==> src/stack_machine_executor_unit_assert.svh <==
// ----------------------------------------------------------------------------
// Stack machine executor assertion macros
// Concurrent assertion helpers clocked on clk with synchronous reset rst_n.
// ----------------------------------------------------------------------------
`ifndef STACK_MACHINE_EXECUTOR_UNIT_ASSERT_SVH
`define STACK_MACHINE_EXECUTOR_UNIT_ASSERT_SVH
`ifndef SYNTHESIS
`define SMEU_ASSERT(lbl, prop, msg) \
  lbl: assert property (@(posedge clk) disable iff (!rst_n) (prop)) else $error(msg);
`define SMEU_ASSERT_NEXT(lbl, ante, cons, msg) \
  lbl: assert property (@(posedge clk) disable iff (!rst_n) (ante) |=> (cons)) \
    else $error(msg);
`else
`define SMEU_ASSERT(lbl, prop, msg)
`define SMEU_ASSERT_NEXT(lbl, ante, cons, msg)
`endif
`endif

==> src/smeu_pkg.sv <==
// ----------------------------------------------------------------------------
// Stack machine executor package
// Opcodes, status codes, sequencer states and shared unit types.
// ----------------------------------------------------------------------------
`timescale 1ns / 1ps
package smeu_pkg;

  localparam int STACK_DEPTH_DEF = 256;

  localparam logic [7:0] OP_NOP    = 8'h01;
  localparam logic [7:0] OP_HALT   = 8'h02;
  localparam logic [7:0] OP_POP    = 8'h10;
  localparam logic [7:0] OP_PUSH   = 8'h11;
  localparam logic [7:0] OP_DUP    = 8'h12;
  localparam logic [7:0] OP_SWAP   = 8'h13;
  localparam logic [7:0] OP_COUNT  = 8'h14;
  localparam logic [7:0] OP_GET    = 8'h15;
  localparam logic [7:0] OP_ADD    = 8'h21;
  localparam logic [7:0] OP_SUB    = 8'h22;
  localparam logic [7:0] OP_MUL    = 8'h23;
  localparam logic [7:0] OP_DIV    = 8'h24;
  localparam logic [7:0] OP_POW    = 8'h25;
  localparam logic [7:0] OP_IN     = 8'h30;
  localparam logic [7:0] OP_OUT    = 8'h31;
  localparam logic [7:0] OP_IN_CH  = 8'h32;
  localparam logic [7:0] OP_OUT_CH = 8'h33;

  localparam logic [2:0] ST_OK     = 3'd0;
  localparam logic [2:0] ST_HALT   = 3'd1;
  localparam logic [2:0] ST_BADCMD = 3'd2;
  localparam logic [2:0] ST_EMPTY  = 3'd3;
  localparam logic [2:0] ST_FULL   = 3'd4;
  localparam logic [2:0] ST_DIV0   = 3'd5;

  typedef enum logic [3:0] {
    S_IDLE, S_DEC, S_POP, S_POPW, S_GET, S_GETW, S_DUPW, S_ALUW, S_PUSH, S_PUSH2
  } seq_state_t;

  typedef enum logic [1:0] {ALU_MUL, ALU_DIV, ALU_POW} alu_op_t;

  typedef struct packed {
    logic    start;
    alu_op_t op;
  } alu_req_t;

  typedef struct packed {
    logic done;
  } alu_rsp_t;

endpackage

==> src/smeu_alu.sv <==
// ----------------------------------------------------------------------------
// Shared arithmetic unit
// One 32x32 low-half multiplier and one restoring divide step, sequenced
// for multiply, truncating divide and square-and-multiply power.
// ----------------------------------------------------------------------------
`timescale 1ns / 1ps
module smeu_alu
  import smeu_pkg::*;
(
  input  logic        clk,
  input  logic        rst_n,
  input  alu_req_t    req,
  input  logic [31:0] a,
  input  logic [31:0] b,
  output alu_rsp_t    rsp,
  output logic [31:0] result
);

  `include "stack_machine_executor_unit_assert.svh"

  logic        busy_r, busy_nxt;
  logic        done_r, done_nxt;
  alu_op_t     op_r, op_nxt;
  logic [4:0]  cnt_r, cnt_nxt;
  logic        phase_r, phase_nxt;
  logic        neg_r, neg_nxt;
  logic [31:0] x_r, x_nxt;
  logic [31:0] y_r, y_nxt;
  logic [31:0] acc_r, acc_nxt;
  logic [31:0] result_r, result_nxt;
  logic [31:0] mul_x, mul_y, prod;
  logic [32:0] rem_sh, diff;
  logic [31:0] q_next;

  assign mul_x  = (op_r == ALU_POW && !phase_r) ? acc_r : x_r;
  assign mul_y  = (op_r == ALU_MUL) ? y_r : x_r;
  assign prod   = mul_x * mul_y;
  assign rem_sh = {acc_r, x_r[31]};
  assign diff   = rem_sh - {1'b0, y_r};
  assign q_next = {x_r[30:0], ~diff[32]};

  always_comb begin
    busy_nxt   = busy_r;
    done_nxt   = 1'b0;
    op_nxt     = op_r;
    cnt_nxt    = cnt_r;
    phase_nxt  = phase_r;
    neg_nxt    = neg_r;
    x_nxt      = x_r;
    y_nxt      = y_r;
    acc_nxt    = acc_r;
    result_nxt = result_r;
    if (req.start) begin
      busy_nxt  = 1'b1;
      op_nxt    = req.op;
      cnt_nxt   = '0;
      phase_nxt = 1'b0;
      neg_nxt   = a[31] ^ b[31];
      case (req.op)
        ALU_DIV: begin
          x_nxt   = a[31] ? (32'd0 - a) : a;
          y_nxt   = b[31] ? (32'd0 - b) : b;
          acc_nxt = '0;
        end
        ALU_POW: begin
          x_nxt   = a;
          // A negative exponent yields one, so the loop is skipped.
          y_nxt   = b[31] ? 32'd0 : b;
          acc_nxt = 32'd1;
        end
        default: begin
          x_nxt = a;
          y_nxt = b;
        end
      endcase
    end else if (busy_r) begin
      case (op_r)
        ALU_MUL: begin
          result_nxt = prod;
          busy_nxt   = 1'b0;
          done_nxt   = 1'b1;
        end
        ALU_DIV: begin
          if (!diff[32]) begin
            acc_nxt = diff[31:0];
          end else begin
            acc_nxt = rem_sh[31:0];
          end
          x_nxt   = q_next;
          cnt_nxt = cnt_r + 5'd1;
          if (cnt_r == 5'd31) begin
            result_nxt = neg_r ? (32'd0 - q_next) : q_next;
            busy_nxt   = 1'b0;
            done_nxt   = 1'b1;
          end
        end
        default: begin
          if (y_r == 32'd0) begin
            result_nxt = acc_r;
            busy_nxt   = 1'b0;
            done_nxt   = 1'b1;
          end else if (!phase_r) begin
            if (y_r[0]) begin
              acc_nxt = prod;
            end
            phase_nxt = 1'b1;
          end else begin
            x_nxt     = prod;
            y_nxt     = {1'b0, y_r[31:1]};
            phase_nxt = 1'b0;
          end
        end
      endcase
    end
  end

  always_ff @(posedge clk) begin
    if (!rst_n) begin
      busy_r <= 1'b0;
      done_r <= 1'b0;
    end else begin
      busy_r <= busy_nxt;
      done_r <= done_nxt;
    end
    op_r     <= op_nxt;
    cnt_r    <= cnt_nxt;
    phase_r  <= phase_nxt;
    neg_r    <= neg_nxt;
    x_r      <= x_nxt;
    y_r      <= y_nxt;
    acc_r    <= acc_nxt;
    result_r <= result_nxt;
  end

  assign rsp.done = done_r;
  assign result   = result_r;

  `SMEU_ASSERT(a_no_start_busy, !(req.start && busy_r), "ALU started while busy")
  `SMEU_ASSERT(a_done_idle, !(done_r && busy_r), "ALU done while still busy")
  `SMEU_ASSERT_NEXT(a_mul_one, busy_r && !req.start && op_r == ALU_MUL, done_r,
                    "Multiply took more than one cycle")

endmodule
==> config.mk <==
export PLATFORM = sky130hd
export DESIGN_NAME = smeu_alu
export DESIGN_NICKNAME = d
export VERILOG_FILES = /design/src/smeu_pkg.sv /design/src/smeu_alu.sv
export VERILOG_INCLUDE_DIRS = /design/src /design/src/src
export SDC_FILE = /design/constraint.sdc
export NUM_CORES = 2
export LEC_CHECK = 0
export ABC_AREA = 0
export BUFFER_PORTS_ARGS = -buffer_cell sky130_fd_sc_hd__buf_2
export CAP_MARGIN = 40
export CORE_ASPECT_RATIO = 1.5
export CORE_MARGIN = 1
export CORE_UTILIZATION = 70
export CTS_CLUSTER_DIAMETER = 40
export DETAILED_ROUTE_END_ITERATION = 7
export PLACE_DENSITY = 0.89
export SLEW_MARGIN = 5
export SYNTH_ARGS = -nofsm -noshare
export SYNTH_HDL_FRONTEND = slang
export SYNTH_SLANG_ARGS = --single-unit
==> constraint.sdc <==
create_clock -name clk -period 27.5 [get_ports clk]
set_input_delay 2.75 -clock clk [delete_from_list [all_inputs] [get_ports clk]]
set_output_delay 2.75 -clock clk [all_outputs]
set_load 0.01 [all_outputs]
==> flow_summary.ini <==
[die]
io_pins = 102
die_area_sq_um = 38750
die_h_microns = 240.6
placementRows = 87
coreArea_sq_um = 37450
die_w_microns = 161.1
start_util_pct = 70.94

[route]
wire_per_inst_microns = 28.62
drt_iter0_markers = 3531
drcViolationCount = 1
num_vias = 25060
via_per_inst = 6.864
totalWireLength_microns = 104500
ant_nets = 0
dr.pass1.iters = 8

[global_route]
grt_use_total_pct = 55.68
grt_overflow = 0
first_global_vias = 25530
grt_pass1_wl_microns = 154400
grt_start_max_net_pins = 95
grt_antenna_before_repair = 9

[final_layout]
area_growth_pct = 7.018
drive_gt1_share_pct = 9.319
final_cells = 3651
finish.utilization_pct = 75.92
nets = 3782

[clock_network]
cts_inserted_buffers = 17
cts_sinks = 139
cts_resized = 0
cts_buffer_depth = 2
cts-root-buf = clkbuf_16
cts_tree = built
clk_latency_ns = 0.45
cts_max_level = 4
cts.clk_slew.worst_paths_ns = 0.07
hold_buffers = 0
postCtsSetupBuffers = 0

[sta]
timing.slew.headroom_pct = 27.30
setup_viol = 0
timing.final.crit_period_ns = 10.04
report.final.hold_viol_count = 0
fmax_mhz = 99.57
hold_slack_ns = 0.4639
rsz0062_at_grt = false
slew_viol_final = 0
fin_crit_sh_pct = 36.52
skew_ns = 0.01390
fin_tns_setup_ns = 0
worst_pin_slew_ns = 1.060

[critical_path]
worstPathRequired_ns = 27.71
cp_slowest_cell = mux2i_2
critical_path.max_stage_delay_ns = 0.85
start_kind = flop
cp_data_arrival_time_ns = 10.25
endpoint_kind = flop
crit_type = flop to flop
crit_top_cell = fa_1
worstPathMaxFanout = 72

[yosys]
synthesis.area_sq_um = 26560
yosysUniqueCellTypes = 80
yosysMostFrequentCell = nor2_1
synth_common_cells = nor2_1 (460), inv_1 (445), fa_1 (409)
synth.mux.area_fraction_pct = 4.338
synth_top_area_cell = fa_1
synth_top_family_by_area = adder cells
synth_seq_area_share_pct = 15.41
syn_avg_cell_area_sq_um = 8.611
synth_area_leaders = fa_1 (31%), edfxtp_1 (15%), ha_1 (7.6%), nor2_1 (6.5%), inv_1 (6.3%)
synth_nets = 3725
synth_top_area_share_pct = 30.82
synthFlopType = edfxtp_1
yosys.area_share.simple_pct = 16.50
ys_seq_elements = 139
synthXorXnorAreaFrac_pct = 5.624
synth_edf_count = 131
syn_inst = 3085
synth_fa_ha_area_share_pct = 38.45
synth_compound_area_share_pct = 11.25
yosysWarnings = 0
synth-async-reset-ratio_pct = 0

[worst_hold_path]
hold_path_class = flop to flop

[placed_design]
hpwl_microns = 80350
portBuffers = 101
gp_congestion = 1.097
dp.cells = 3611

[status]
status = complete, but fails checks
violations = design-rule violations

[flow_run]
cap_violations = 0
## metrics by stage
stage,worst slack (ns),cell area [sq um]
final,17.46,28430
after global routing,17.20,28410
after CTS,17.67,28400
after detailed placement,17.68,27770
after global placement,17.33,27640
after floorplan,18.84,26560
## worst max-delay path: cells and delay by family (launching register included)
| family | cells | cell delay (ns) |
|---|---|---|
| mux | 1 | 0.85 |
| flops | 1 | 0.32 |
| xor+xnor | 1 | 0.29 |
| fa+ha+maj | 9 | 4.38 |
| compound gates | 8 | 1.59 |
| simple gates | 4 | 0.86 |
| buf+inv | 6 | 1.46 |
## final timing paths
kind | from | end | slack, ns | cells after the start
worst min register to register | cnt_r[4] | cnt_r[4] | 0.46 | 2
worst max-delay path | op_r[1] | acc_r[31] | 17.46 | 29
worst min-delay path | cnt_r[4] | cnt_r[4] | 0.46 | 2
worst max register to register | op_r[1] | acc_r[31] | 17.46 | 29
## state kept, by name (all words and copies together), names as in the netlist
register  count
acc_r        32
result       32
x_r          32
y_r          32
cnt_r         5
op_r          2
busy_r        1
neg_r         1
phase_r       1
rsp           1
## metal layers
layer  track usage (%)  part of all wire, %  up-vias
met2             84.09                   44     2219
met5            0.1263                0.044        -
met4             56.26                   13        6
met3             23.22                   14      924
met1             57.23                   29    11800
li1                  -                    -    10110
## cell usage in the layout (no fill, tap or decap), types with 15 or more instances in the layout
master | netlist | layout
a211oi_1 | 20 | 20
a21o_1 | 37 | 37
a21oi_1 | 140 | 140
and2_1 | 15 | 15
buf_2 | 12 | 104
buf_4 | 6 | 67
clkbuf_16 | 0 | 17
edfxtp_1 | 131 | 131
fa_1 | 409 | 409
ha_1 | 162 | 162
inv_1 | 445 | 445
mux2_2 | 35 | 35
mux2i_1 | 73 | 62
nand2_1 | 351 | 351
nand2b_1 | 20 | 20
nand3_1 | 24 | 24
nor2_1 | 460 | 460
nor3_1 | 45 | 45
nor4_1 | 18 | 18
o21ai_0 | 138 | 134
o21ai_1 | 13 | 16
o31ai_1 | 20 | 20
or2_2 | 22 | 22
or3_1 | 16 | 16
xnor2_1 | 103 | 103
xor2_1 | 65 | 65
## layout make-up
class                      count  area (sq um)
multi-input combinational   2362         20310
fill                        2648          9017
sequential                   139          4094
inverter                     447          1678
timing repair buffer         175          1085
tap                          489         611.8
clock buffer                  18         429.2
clock inverter                14         201.4
antenna                        7         17.52
## logic make-up after synthesis
logic type / after synthesis
buffers and inverters: 584
AO/OA/AOI/OAI: 483
AND/OR/NAND/NOR: 1029
XOR/XNOR: 169
flip-flops: 139
adder cells (fa/ha/maj): 571
multiplexers: 110
Power is not shown: default switching activity piles up to over one toggle a cycle in this logic, so the estimate is an artifact.
